===== config.mk =====
export PLATFORM = sky130hd
export DESIGN_NAME = bkc_mul
export DESIGN_NICKNAME = d
export VERILOG_FILES = /design/src/sv/bkc_pkg.sv /design/src/sv/bkc_mul.sv
export SDC_FILE = /design/constraint.sdc
export NUM_CORES = 2
export LEC_CHECK = 0
export BUFFER_PORTS_ARGS = -buffer_cell sky130_fd_sc_hd__buf_4
export CAP_MARGIN = 10
export CORE_AREA = 3 3 238 240
export CTS_CLUSTER_DIAMETER = 80
export DETAILED_ROUTE_END_ITERATION = 6
export DIE_AREA = 0 0 241 243
export PLACE_DENSITY = 0.72
export RECOVER_POWER = 50
export SYNTH_ARGS = -nofsm -noshare
export SYNTH_HDL_FRONTEND = slang
export SYNTH_SLANG_ARGS = --single-unit

===== constraint.sdc =====
create_clock -name clk -period 17.01 [get_ports clk]
set_clock_uncertainty 0.15 [all_clocks]
set_input_delay 3.402 -clock clk [delete_from_list [all_inputs] [get_ports clk]]
set_output_delay 3.402 -clock clk [all_outputs]
set_load 0.01 [all_outputs]

===== src/sv/bkc_pkg.sv =====
// Shared types, constants and saturation helpers of the Bezier keyframe curve sampler.
package bkc_pkg;

  localparam int MAX_KEYS_DEF = 16;
  localparam int MAX_ITER_DEF = 20;

  localparam logic [1:0] REG_KEY_COUNT   = 2'd0;
  localparam logic [1:0] REG_FRAME_COUNT = 2'd1;
  localparam logic [1:0] REG_BLEND       = 2'd2;

  localparam int MA_W  = 20;
  localparam int MB_W  = 42;
  localparam int MP_W  = MA_W + MB_W;
  localparam int ACC_W = 50;

  localparam logic [16:0] STEP_START = 17'd65470;
  localparam logic signed [42:0] TOLERANCE = 43'sd655;
  localparam logic [16:0] ONE_Q = 17'd65536;

  typedef struct packed {
    logic        [15:0] frame;
    logic signed [31:0] value;
    logic               hold;
    logic signed [31:0] out_x;
    logic signed [31:0] out_y;
    logic signed [31:0] in_x;
    logic signed [31:0] in_y;
  } key_t;

  function automatic logic signed [MB_W-1:0] sat_x(input logic signed [ACC_W-1:0] v);
    logic signed [ACC_W-1:0] hi;
    logic signed [ACC_W-1:0] lo;
    hi = (ACC_W'(1) <<< 40) - ACC_W'(1);
    lo = -(ACC_W'(1) <<< 40);
    if (v > hi) begin
      sat_x = MB_W'(hi);
    end else if (v < lo) begin
      sat_x = MB_W'(lo);
    end else begin
      sat_x = MB_W'(v);
    end
  endfunction

  function automatic logic signed [31:0] sat32(input logic signed [ACC_W-1:0] v);
    if (v > ACC_W'(64'sh7FFFFFFF)) begin
      sat32 = 32'sh7FFFFFFF;
    end else if (v < -ACC_W'(64'sh80000000)) begin
      sat32 = 32'sh80000000;
    end else begin
      sat32 = v[31:0];
    end
  endfunction

endpackage


===== src/sv/bkc_mul.sv =====
// Shared signed multiplier with a registered product.
module bkc_mul
  import bkc_pkg::*;
(
  input  logic                    clk,
  input  logic signed [MA_W-1:0]  a,
  input  logic signed [MB_W-1:0]  b,
  output logic signed [MP_W-1:0]  p_r
);

  always_ff @(posedge clk) begin
    p_r <= a * b;
  end

endmodule


* Yosys cells after proc, flatten, opt, wreduce, memory -nomap -nowiden
Index checks and enable logic that the tools add are counted.
W data, S select, Z words.
** Cells by class
- $mul :: 1
** Operator list (number)
- $mul A20 B42 Y62 :: 1
** Word-level totals
- Register bits :: 62
- Bits of input ports :: 63
- Output and inout bits :: 62
- Word-level logic and storage cells :: 2

* Depth between registers and ports, before layout
- Depth after elaboration :: 1
- Mapped depth :: 28
- Mapped depth without buffers :: 25

* Least setup slack after synthesis
Ideal clock, no wire load.
- Path type :: input-to-reg
- Start point :: input port b[41]
- End point :: register p_r[58]
- Library setup time :: 0.126 ns
- Arrival time :: 9.668 ns
- Required time :: 16.734 ns
- Setup slack :: 7.067 ns
- Cell stages on the path :: 24
- Buffers on the path :: 2
- Cell sequence :: clkbuf_1 and2_1 fa_1 fa_1 fa_1 inv_1 fa_1 inv_1 fa_1 fa_1 inv_1 fa_1 inv_1 ha_1 clkbuf_1 a21o_1 a21o_1 a21o_1 a21o_1 a21oi_1 o21ai_0 a21o_1 a41oi_1 xnor2_1
** Between the ends
- Longest elaborated chain between the ends :: 1
** RTL lines
- start, declared :: line bkc_mul.sv:7 : input logic signed [MB_W-1:0] b,
- $mul A20 B42 Y62 :: line bkc_mul.sv:12 : p_r <= a * b;
- end signal, assigned :: line bkc_mul.sv:12
- end, declared :: line bkc_mul.sv:8 : output logic signed [MP_W-1:0] p_r
No other way between the ends.

* Worst setup path in the final report
- Start point :: input port a[0]
- End point :: register p_r[61]
** Between the ends
- Longest elaborated chain between the ends :: 1
** RTL lines
- start, declared :: line bkc_mul.sv:6 : input logic signed [MA_W-1:0] a,
- $mul A20 B42 Y62 :: line bkc_mul.sv:12
No other way between the ends.

==> impl_metrics.env <==
export IMPL_status="finished, violations left"
export IMPL_failed_checks="max-capacitance violations, max-slew violations"
export IMPL_cts_setup_buffers=0
export IMPL_reg_top3="p_r (62)"
export IMPL_gp_congestion=0.942
export IMPL_ys_warn_count=0
export IMPL_seqCellArea_mm2=0.00124
export IMPL_hold_violations=0
export IMPL_cp_cell_sequence="clkbuf_1 > and2_1 > ha_1 > inv_1 > fa_1 > inv_1 > fa_1 > fa_1 > fa_1 > inv_1 > fa_1 > inv_1 > ha_1 > and3_1 > a221o_1 > a21oi_1 > inv_1 > a2111oi_4 > nor4_2 > nand3b_4 > a2111oi_1 > a311oi_1"
export IMPL_critical_path_arrival_ns=11.16
export IMPL_area_delta_synth_final_pct=4.13
export IMPL_start_util_pct=54.6
export IMPL_multi_input_area_mm2=0.0246
export IMPL_cts_hold_buf=0
export IMPL_slew_violations=43
export IMPL_hold_depth=2
export IMPL_fp_coreArea_mm2=0.0549
export IMPL_yosysUniqueCellTypes=59
export IMPL_fmax_mhz=90.5
export IMPL_syn_area_mm2=0.0300
export IMPL_synth_nets=4354
export IMPL_placementRows=86
export IMPL_die_w_um=241
export IMPL_path_class="primary input to flip-flop"
export IMPL_synth_area_leaders="fa_1, inv_1, and2_1"
export IMPL_vias_per_cell=5.37
export IMPL_drc=0
export IMPL_synth_top_area_share_pct=54.5
export IMPL_cts_sinks=62
export IMPL_wirelength_um=75500
export IMPL_hpwl_um=59700
export IMPL_critical_path_required_ns=17.12
export IMPL_clockRootBuffer="clkbuf_16"
export IMPL_io_pins=125
export IMPL_path_clk_slew_ns=0.07
export IMPL_rsz0062_at_grt="no"
export IMPL_synthFlopType="dfxtp_1"
export IMPL_crit_fanout=42
export IMPL_design_die_area_mm2=0.0586
export IMPL_dieHeight_um=243
export IMPL_nNetsFinal=4312
export IMPL_synth_edff_count=0
export IMPL_grt_pass1_wl_um=128000
export IMPL_synthArstFlopShare_pct=0
export IMPL_worst_pin_slew_ns=2.08
export IMPL_drtAntennaViolNets=0
export IMPL_cp_start_kind="primary input"
export IMPL_top_register="p_r"
export IMPL_h_tree_depth=3
export IMPL_grt_max_degree=43
export IMPL_port_buffers=124
export IMPL_postSynthAreaPerCell_um2=9.02
export IMPL_final_period_utilization_pct=65.0
export IMPL_maxCapViolCount=1
export IMPL_period_minus_slack_ns=11.05
export IMPL_cts_inserted_buffers=9
export IMPL_hold_ws_ns=3.30
export IMPL_finalSetupViolations=0
export IMPL_postCtsResizedCells=0
export IMPL_finalSetupTns_ns=0
export IMPL_synth_seq_cells=62
export IMPL_end_kind="flip-flop"
export IMPL_overflow=0
export IMPL_grt_pass1_vias=24130
export IMPL_seq_area_frac_synth_pct=4.14
export IMPL_hold_path_endpoint="p_r[0]"
export IMPL_post_route_cells_drive_above_1_share_pct=2.74
export IMPL_dr_first_iter_drc_count=1425
export IMPL_cpMaxStageDelayCell="clkbuf_1"
export IMPL_slowest_delay_ns=1.45
export IMPL_wl_per_cell_um=18.9
export IMPL_vias=21454
export IMPL_nFillCells=4890
export IMPL_min_path_type="primary input to flip-flop"
export IMPL_largest_reg_flops=62
export IMPL_yosysTopAreaCell="fa_1"
export IMPL_dr_pass1_iters=5
export IMPL_netlist_instances=3324
export IMPL_antenna_found_initial=1
export IMPL_cts_tree="built"
export IMPL_hold_start="b[0]"
export IMPL_grt_usage_pct=28.4
export IMPL_clk_path_buf_depth=2
export IMPL_max_slew_margin_pct=-38.9
Yosys cell counts (3+ instances only):
cell        n
and3_1      3
xor2_1     20
a21o_1     41
and2_1    336
a21oi_1    58
o211ai_1    6
clkbuf_1  178
o21bai_1    8
a21boi_0    3
nor3_1      6
ha_1      151
nand4_1     9
nand2b_1    6
fa_1      816
xnor2_1    49
inv_1     905
o21ai_0    15
dfxtp_1    62
o21ai_1    16
a41oi_1     3
a31oi_1    10
a211oi_1    4
nand2_1   503
nand3_1    12
nor2_1     61
worst max-delay path, delay by kind of cell:
family / cells / cell delay (ns)
AO/OA/AOI/OAI: 5 / 1.44
adder cells (fa/ha/maj): 7 / 3.16
buffers and inverters: 6 / 2.13
AND/OR/NAND/NOR: 4 / 0.99
layout make-up:
cell class,count,share of cell area [%]
Clock buffer,13,0.834
Inverter,905,10.9
Timing Repair Buffer,128,2.35
Antenna cell,2,0.0160
Sequential cell,62,3.98
Tap cell,704,2.82
Clock inverter,3,0.136
Multi-Input combinational cell,2176,79.0
routing by layer:
metal	wire, um	vias to the layer above	global-route usage, %
met5	0	-	0
met4	2960	0	10.8
met3	5630	149	5.09
met2	36300	817	45.6
met1	30600	11171	38.6
li1	-	9317	-
kinds of logic after synthesis:
group,synth area share [%]
xor+xnor,2.02
flops,4.14
fa+ha+maj,60.8
simple gates,15.1
buf+inv,13.6
compound gates,4.35
per-stage QoR:
stage	std cells	instance area (um^2)	setup WS [ns]	utilization [%]
2_1_floorplan	3324	30000	7.07	-
3_3_place_gp	3975	31100	6.04	56.7
3_5_place_dp	3975	31100	5.93	56.7
4_1_cts	3991	31400	6.38	57.3
5_1_grt	3992	31200	5.59	56.9
6_report	3993	31200	5.96	56.9
worst max path at each step:
stage               start      end  slack (ns)  cells after the start
detailed placement   a[5]  p_r[61]        5.93                     24
CTS                  a[5]  p_r[61]        6.38                     24
floorplan           b[41]  p_r[58]        7.07                     24
finish               a[0]  p_r[61]        5.96                     22
global route         a[0]  p_r[61]        5.59                     22
global placement     a[5]  p_r[61]        6.04                     24
placed cells by master, fill, tap and decap left out, drive strengths merged, types with 41 or more instances in the layout:
cell type / instances
a21o: 41
a21oi: 58
and2: 336
buf: 67
clkbuf: 74
dfxtp: 62
fa: 816
ha: 151
inv: 905
nand2: 503
nor2: 61
xnor2: 49
Power is not shown: default switching activity piles up to over one toggle a cycle in this logic, so the estimate is an artifact.
