<file path="src/sv/bkc_pkg.sv">
// Shared types, constants and saturation helpers of the Bezier keyframe curve sampler.
package bkc_pkg;

  localparam int MAX_KEYS_DEF = 16;
  localparam int MAX_ITER_DEF = 20;

  localparam logic [1:0] REG_KEY_COUNT   = 2'd0;
  localparam logic [1:0] REG_FRAME_COUNT = 2'd1;
  localparam logic [1:0] REG_BLEND       = 2'd2;

  localparam int MA_W  = 20;
  localparam int MB_W  = 42;
  localparam int MP_W  = MA_W + MB_W;
  localparam int ACC_W = 50;

  localparam logic [16:0] STEP_START = 17'd65470;
  localparam logic signed [42:0] TOLERANCE = 43'sd655;
  localparam logic [16:0] ONE_Q = 17'd65536;

  typedef struct packed {
    logic        [15:0] frame;
    logic signed [31:0] value;
    logic               hold;
    logic signed [31:0] out_x;
    logic signed [31:0] out_y;
    logic signed [31:0] in_x;
    logic signed [31:0] in_y;
  } key_t;

  function automatic logic signed [MB_W-1:0] sat_x(input logic signed [ACC_W-1:0] v);
    logic signed [ACC_W-1:0] hi;
    logic signed [ACC_W-1:0] lo;
    hi = (ACC_W'(1) <<< 40) - ACC_W'(1);
    lo = -(ACC_W'(1) <<< 40);
    if (v > hi) begin
      sat_x = MB_W'(hi);
    end else if (v < lo) begin
      sat_x = MB_W'(lo);
    end else begin
      sat_x = MB_W'(v);
    end
  endfunction

  function automatic logic signed [31:0] sat32(input logic signed [ACC_W-1:0] v);
    if (v > ACC_W'(64'sh7FFFFFFF)) begin
      sat32 = 32'sh7FFFFFFF;
    end else if (v < -ACC_W'(64'sh80000000)) begin
      sat32 = 32'sh80000000;
    end else begin
      sat32 = v[31:0];
    end
  endfunction

endpackage

</file>
<file path="src/sv/bkc_table.sv">
// Keyframe table memory with one write port and one registered read port.
module bkc_table
  import bkc_pkg::*;
#(
  parameter int MAX_KEYS = MAX_KEYS_DEF,
  parameter int AW = $clog2(MAX_KEYS)
) (
  input  logic          clk,
  input  logic          we,
  input  logic [AW-1:0] waddr,
  input  key_t          wdata,
  input  logic [AW-1:0] raddr,
  output key_t          rdata_r
);

  key_t mem [MAX_KEYS];

  always_ff @(posedge clk) begin
    if (we) begin
      mem[waddr] <= wdata;
    end
    rdata_r <= mem[raddr];
  end

endmodule

</file>
<file path="config.mk">
export PLATFORM = sky130hd
export DESIGN_NAME = bkc_table
export DESIGN_NICKNAME = d
export VERILOG_FILES = /design/src/sv/bkc_pkg.sv /design/src/sv/bkc_table.sv
export SDC_FILE = /design/constraint.sdc
export NUM_CORES = 2
export LEC_CHECK = 0
export CAP_MARGIN = 20
export CELL_PAD_IN_SITES_DETAIL_PLACEMENT = 2
export CELL_PAD_IN_SITES_GLOBAL_PLACEMENT = 2
export CORE_MARGIN = 2
export CORE_UTILIZATION = 51
export DETAILED_ROUTE_END_ITERATION = 10
export DONT_BUFFER_PORTS = 1
export PLACE_DENSITY_LB_ADDON = 0.3
export REMOVE_ABC_BUFFERS = 1
export SLEW_MARGIN = 20
export SYNTH_ARGS = -nofsm -noshare
export SYNTH_HDL_FRONTEND = slang
export SYNTH_SLANG_ARGS = --single-unit
</file>
<file path="constraint.sdc">
create_clock -name clk -period 19.1 [get_ports clk]
set_input_delay 1.91 -clock clk [delete_from_list [all_inputs] [get_ports clk]]
set_output_delay 1.91 -clock clk [all_outputs]
set_load 0.02 [all_outputs]
</file>
==> reports/qor.yml, run 1 <==
lastStage: "detailed placement"
io_pins: 364
synthDominantCellAreaShare_pct: 77.3
yosys.cell_count.top_type: "sky130_fd_sc_hd__edfxtp_1"
synth_enable_flop_cells: 2832
yosys.area.top_type: "sky130_fd_sc_hd__edfxtp_1"
start_util_pct: 51.3
syn-mean-instance-area_um2: 23.8
error_message: "[ERROR DPL-0033] detailed placement checks failed during check placement."
post_synth_num_cell_types: 27
ys.warnings.count: 0
synth.top_cells.by_area: "sky130_fd_sc_hd__edfxtp_1 (77%), sky130_fd_sc_hd__mux4_2 (14%), sky130_fd_sc_hd__dfxtp_1 (3.2%)"
port_buffers: 0
gp_congestion: 0.714
flip_flop_cell_with_the_highest_count_after_synthesis: "sky130_fd_sc_hd__edfxtp_1"
die-width_um: 468
synth_sequential_area_ratio_pct: 80.6
ys_top_cells_by_count: "sky130_fd_sc_hd__edfxtp_1 (2,832), sky130_fd_sc_hd__mux4_2 (661), sky130_fd_sc_hd__a22oi_1 (299), sky130_fd_sc_hd__dfxtp_1 (177), sky130_fd_sc_hd__nand2_1 (132)"
run_status: "stopped before the end"
post-dp-hpwl_mm: 173
synth_area_mm2: 0.110
rows: 170
ys_async_sr_fraction_pct: 0
synthCells: 4629
synth_seq_cells: 3009
die_height_um: 468
-- logic make-up after synthesis --
kind of cell    synth area share [%]
compound gates                  2.58
mux                             14.7
simple gates                   0.896
flops                           80.6
buf+inv                         1.23
-- metrics by stage --
step / worst slack [ns] / instance area [µm²] / hold WS (ns)
2_1_floorplan: 3.82 / 109000 / 0.635
3_3_place_gp: 12.13 / 113000 / 0.647
==> run 2, diff against run 1 <==
--- a/config.mk
+++ b/config.mk
@@ -6,13 +6,11 @@
 export NUM_CORES = 2
 export LEC_CHECK = 0
 export CAP_MARGIN = 20
-export CELL_PAD_IN_SITES_DETAIL_PLACEMENT = 2
-export CELL_PAD_IN_SITES_GLOBAL_PLACEMENT = 2
 export CORE_MARGIN = 2
-export CORE_UTILIZATION = 51
+export CORE_UTILIZATION = 40
 export DETAILED_ROUTE_END_ITERATION = 10
 export DONT_BUFFER_PORTS = 1
-export PLACE_DENSITY_LB_ADDON = 0.3
+export PLACE_DENSITY_LB_ADDON = 0.15
 export REMOVE_ABC_BUFFERS = 1
 export SLEW_MARGIN = 20
 export SYNTH_ARGS = -nofsm -noshare
==> reports/qor.yml, run 2 <==
run_status: "finished, final reports clean"
flip_flop_cell_with_the_highest_count_after_synthesis: "sky130_fd_sc_hd__edfxtp_1"
criticalPathCategory: "in -> reg"
gp_congestion: 0.690  # -3.4%
ys_async_sr_fraction_pct: 0  # unchanged
origin_of_the_worst_min_delay_path: "mem[14][13]$_DFFE_PP_"
final-hold-violation-count: 0
clock_path_buffers: 4
top_register: "mem"
number_of_cts_inserted_buffers: 322
grt_overflow_total: 0
post_route_cells_drive_above_1_share_pct: 26.0
timing.clock.skew_ns: 0.0420
synthCells: 4629  # unchanged
grt_start_max_net_pins: 220
path_delay_family: "buffers and inverters"
route.top_layer_used: "met4"
route.final.wire_length_mm: 272
cp_common_cell: "sky130_fd_sc_hd__buf_4"
total_power_uw: 14100
route.met3.wl_mm: 17.7
final-seq-area_mm2: 0.0886
cts_setup_buffers: 0
synthDominantCellAreaShare_pct: 77.3  # unchanged
syn-mean-instance-area_um2: 23.8  # unchanged
io_pins: 364  # unchanged
design.core.area_mm2: 0.274
yosys.area.top_type: "sky130_fd_sc_hd__edfxtp_1"
clk-insertion-delay-late_ns: 0.91
post_synth_num_cell_types: 27  # unchanged
layout_setup_ws_ns: 13.08
power_per_cell_area_mw_per_mm2: 113
cts.clk_slew.worst_paths_ns: 0.06
yosys.cell_count.top_type: "sky130_fd_sc_hd__edfxtp_1"
floorplan.die_area_mm2: 0.279
post-route-drc-count: 0
groute.usage.overall_pct: 19.3
reg_top3: "mem x2832, rdata_r x177"
die_height_um: 528  # +13%
layout.cells.most_common: "sky130_fd_sc_hd__edfxtp_1"
timing_worst_slew_pin_value_ns: 1.22
ys.warnings.count: 0  # unchanged
synthToLayoutAreaGrowth_pct: 13.3
arrival_ns: 6.80
commonest_non_fill_non_tap_cells_in_the_layout: "sky130_fd_sc_hd__edfxtp_1 (2,832), sky130_fd_sc_hd__mux4_2 (661), sky130_fd_sc_hd__clkbuf_16 (326), sky130_fd_sc_hd__a22oi_1 (299), sky130_fd_sc_hd__dfxtp_1 (177)"
tritoncts: "done"
timing.critical_path.slowest_cell_delay_ns: 0.81
timing.setup.tns_ns: 0
port_buffers: 0  # unchanged
final.min_clock_period_ns: 6.02
clock-sinks: 3009
synth_enable_flop_cells: 2832  # unchanged
ctsHtreeMaxLevel: 5
start_util_pct: 40.2  # -11 points
crit_path_max_fanout: 104
r2r_slack_ns: 17.50
die-width_um: 528  # +13%
largest_register_ff_count: 2832
grt_first_pass_wirelength_mm: 385
cts_hold_buffers_added: 0
startpoint_type: "input pin"
rows: 192  # +13%
worstRegToRegCells: 3
final_cycle_share_pct: 31.5
critical_path.endpoint_type: "register"
viasPerCell: 5.59
cap_violations: 0
drt_first_pass_iters: 7
synth_area_mm2: 0.110  # unchanged
r2r_end: "rdata_r[164]$_DFF_P_"
timing.critical_path.slowest_stage_cell: "sky130_fd_sc_hd__buf_4"
synth.top_cells.by_area: "sky130_fd_sc_hd__edfxtp_1 (77%), sky130_fd_sc_hd__mux4_2 (14%), sky130_fd_sc_hd__dfxtp_1 (3.2%)"
timing.max_slew.rel_slack_pct: 18.4
first_global_vias: 51700
critPathBufInv: 5
ant_nets: 0
synth_sequential_area_ratio_pct: 80.6  # unchanged
rr_startpoint: "mem[5][164]$_DFFE_PP_"
grt_setup_unrepaired: "false"
min_delay_path_depth: 3
report.final.setup_viol: 0
postCtsResizedCells: 0
clock_tree.root_cell: "sky130_fd_sc_hd__clkbuf_16"
synth_seq_cells: 3009  # unchanged
final.fill_count: 22700
ir_drop_uv: 73.5
worst_slack_at_placement_ns: 11.92
ys_top_cells_by_count: "sky130_fd_sc_hd__edfxtp_1 (2,832), sky130_fd_sc_hd__mux4_2 (661), sky130_fd_sc_hd__a22oi_1 (299), sky130_fd_sc_hd__dfxtp_1 (177), sky130_fd_sc_hd__nand2_1 (132)"
min-delay-path-class: "reg -> reg"
drt-wirelength-per-cell_um: 31.4
maxClockFrequency_mhz: 166
met2RoutedLength_mm: 135
hold_path_end: "rdata_r[13]$_DFF_P_"
cp.required_ns: 19.88
met1_length_mm: 112
number_of_drc_markers_in_iteration_0: 4481
dr_total_vias: 48400
report.final.slew_viol_count: 0
multi_input_comb_area_mm2: 0.0202
antenna_found_initial: 9
final_net_count: 4991
timing.critical_path.cells: "buf_16, buf_4, buf_4, buf_4, buf_12, mux4_2, mux2_2, o22a_1"
leakagePower_uw: 0.0389
post-dp-hpwl_mm: 130  # -25%
## run 2: cell counts after synthesis
No cell type changed its count.
## run 2: logic make-up (layout without fill, tap and decap cells)
family / after synthesis / after routing / share of synthesized area [%]
AOI/OAI and AO/OA: 375 / 375 / 2.58
buffers and inverters: 248 / 686 / 1.23
DFF: 3009 / 3009 / 80.6
muxes: 781 / 781 / 14.7
other: 0 / 3 / 0
and+or+nand+nor: 216 / 216 / 0.896
## run 2: stage by stage
| step | hold slack (ns) | instances | util (%) | instance area [µm²] |
|---|---|---|---|---|
| final | 0.654 | 8659 | 45.5 | 125000 |
| after global routing | 0.672 | 8657 | 45.5 | 125000 |
| after CTS | 0.654 | 8656 | 45.5 | 125000 |
| after detailed placement | 0.656 | 8069 | 41.8 | 114000 |
| after global placement | 0.652 | 8063 | 41.7 | 114000 |
| after floorplan | 0.635 | 4381 | - | 109000 |
## run 2: layout make-up
type                            instances  share of cell area [%]
Tap cell                             3589                    3.61
Clock inverter                        136                    1.08
Clock buffer                          451                    7.15
Multi-Input combinational cell       1372                    16.2
Antenna cell                            3                 0.00603
Sequential cell                      3009                    71.1
Timing Repair Buffer                   99                   0.857
## run 2: tightest hold or removal path: cells and delay by family, from the launching register on
family,cells,cell delay [ns]
flip-flops,1,0.31
AO/OA/AOI/OAI,1,0.06
multiplexers,1,0.22
AND/OR/NAND/NOR,1,0.05
## run 2: report_power, final
part / internal, µW / total (µW) / leakage (µW) / switching, µW
Combinational: 216 / 483 / 0.00680 / 268
Sequential: 7390 / 7510 / 0.0271 / 119
Clock: 3540 / 6070 / 0.00502 / 2540
## run 2: how the worst max path moves through the flow
stage | start | to | slack, ns | cells past startpoint
finish | raddr[0] | rdata_r[32]$_DFF_P_ | 13.08 | 8
global route | raddr[0] | rdata_r[32]$_DFF_P_ | 12.58 | 8
CTS | raddr[0] | rdata_r[86]$_DFF_P_ | 12.92 | 8
detailed placement | raddr[0] | rdata_r[32]$_DFF_P_ | 11.92 | 8
global placement | raddr[0] | rdata_r[32]$_DFF_P_ | 11.93 | 8
floorplan | waddr[2] | mem[0][0]$_DFFE_PP_ | 3.82 | 2
## run 2: layer usage
layer,up-vias,global-route usage [%]
met4,0,5.31
li1,20100,-
met5,-,0
met3,373,4.49
met1,26600,25.1
met2,1277,32.6
No activity file was read; power rests on OpenSTA's default activity.
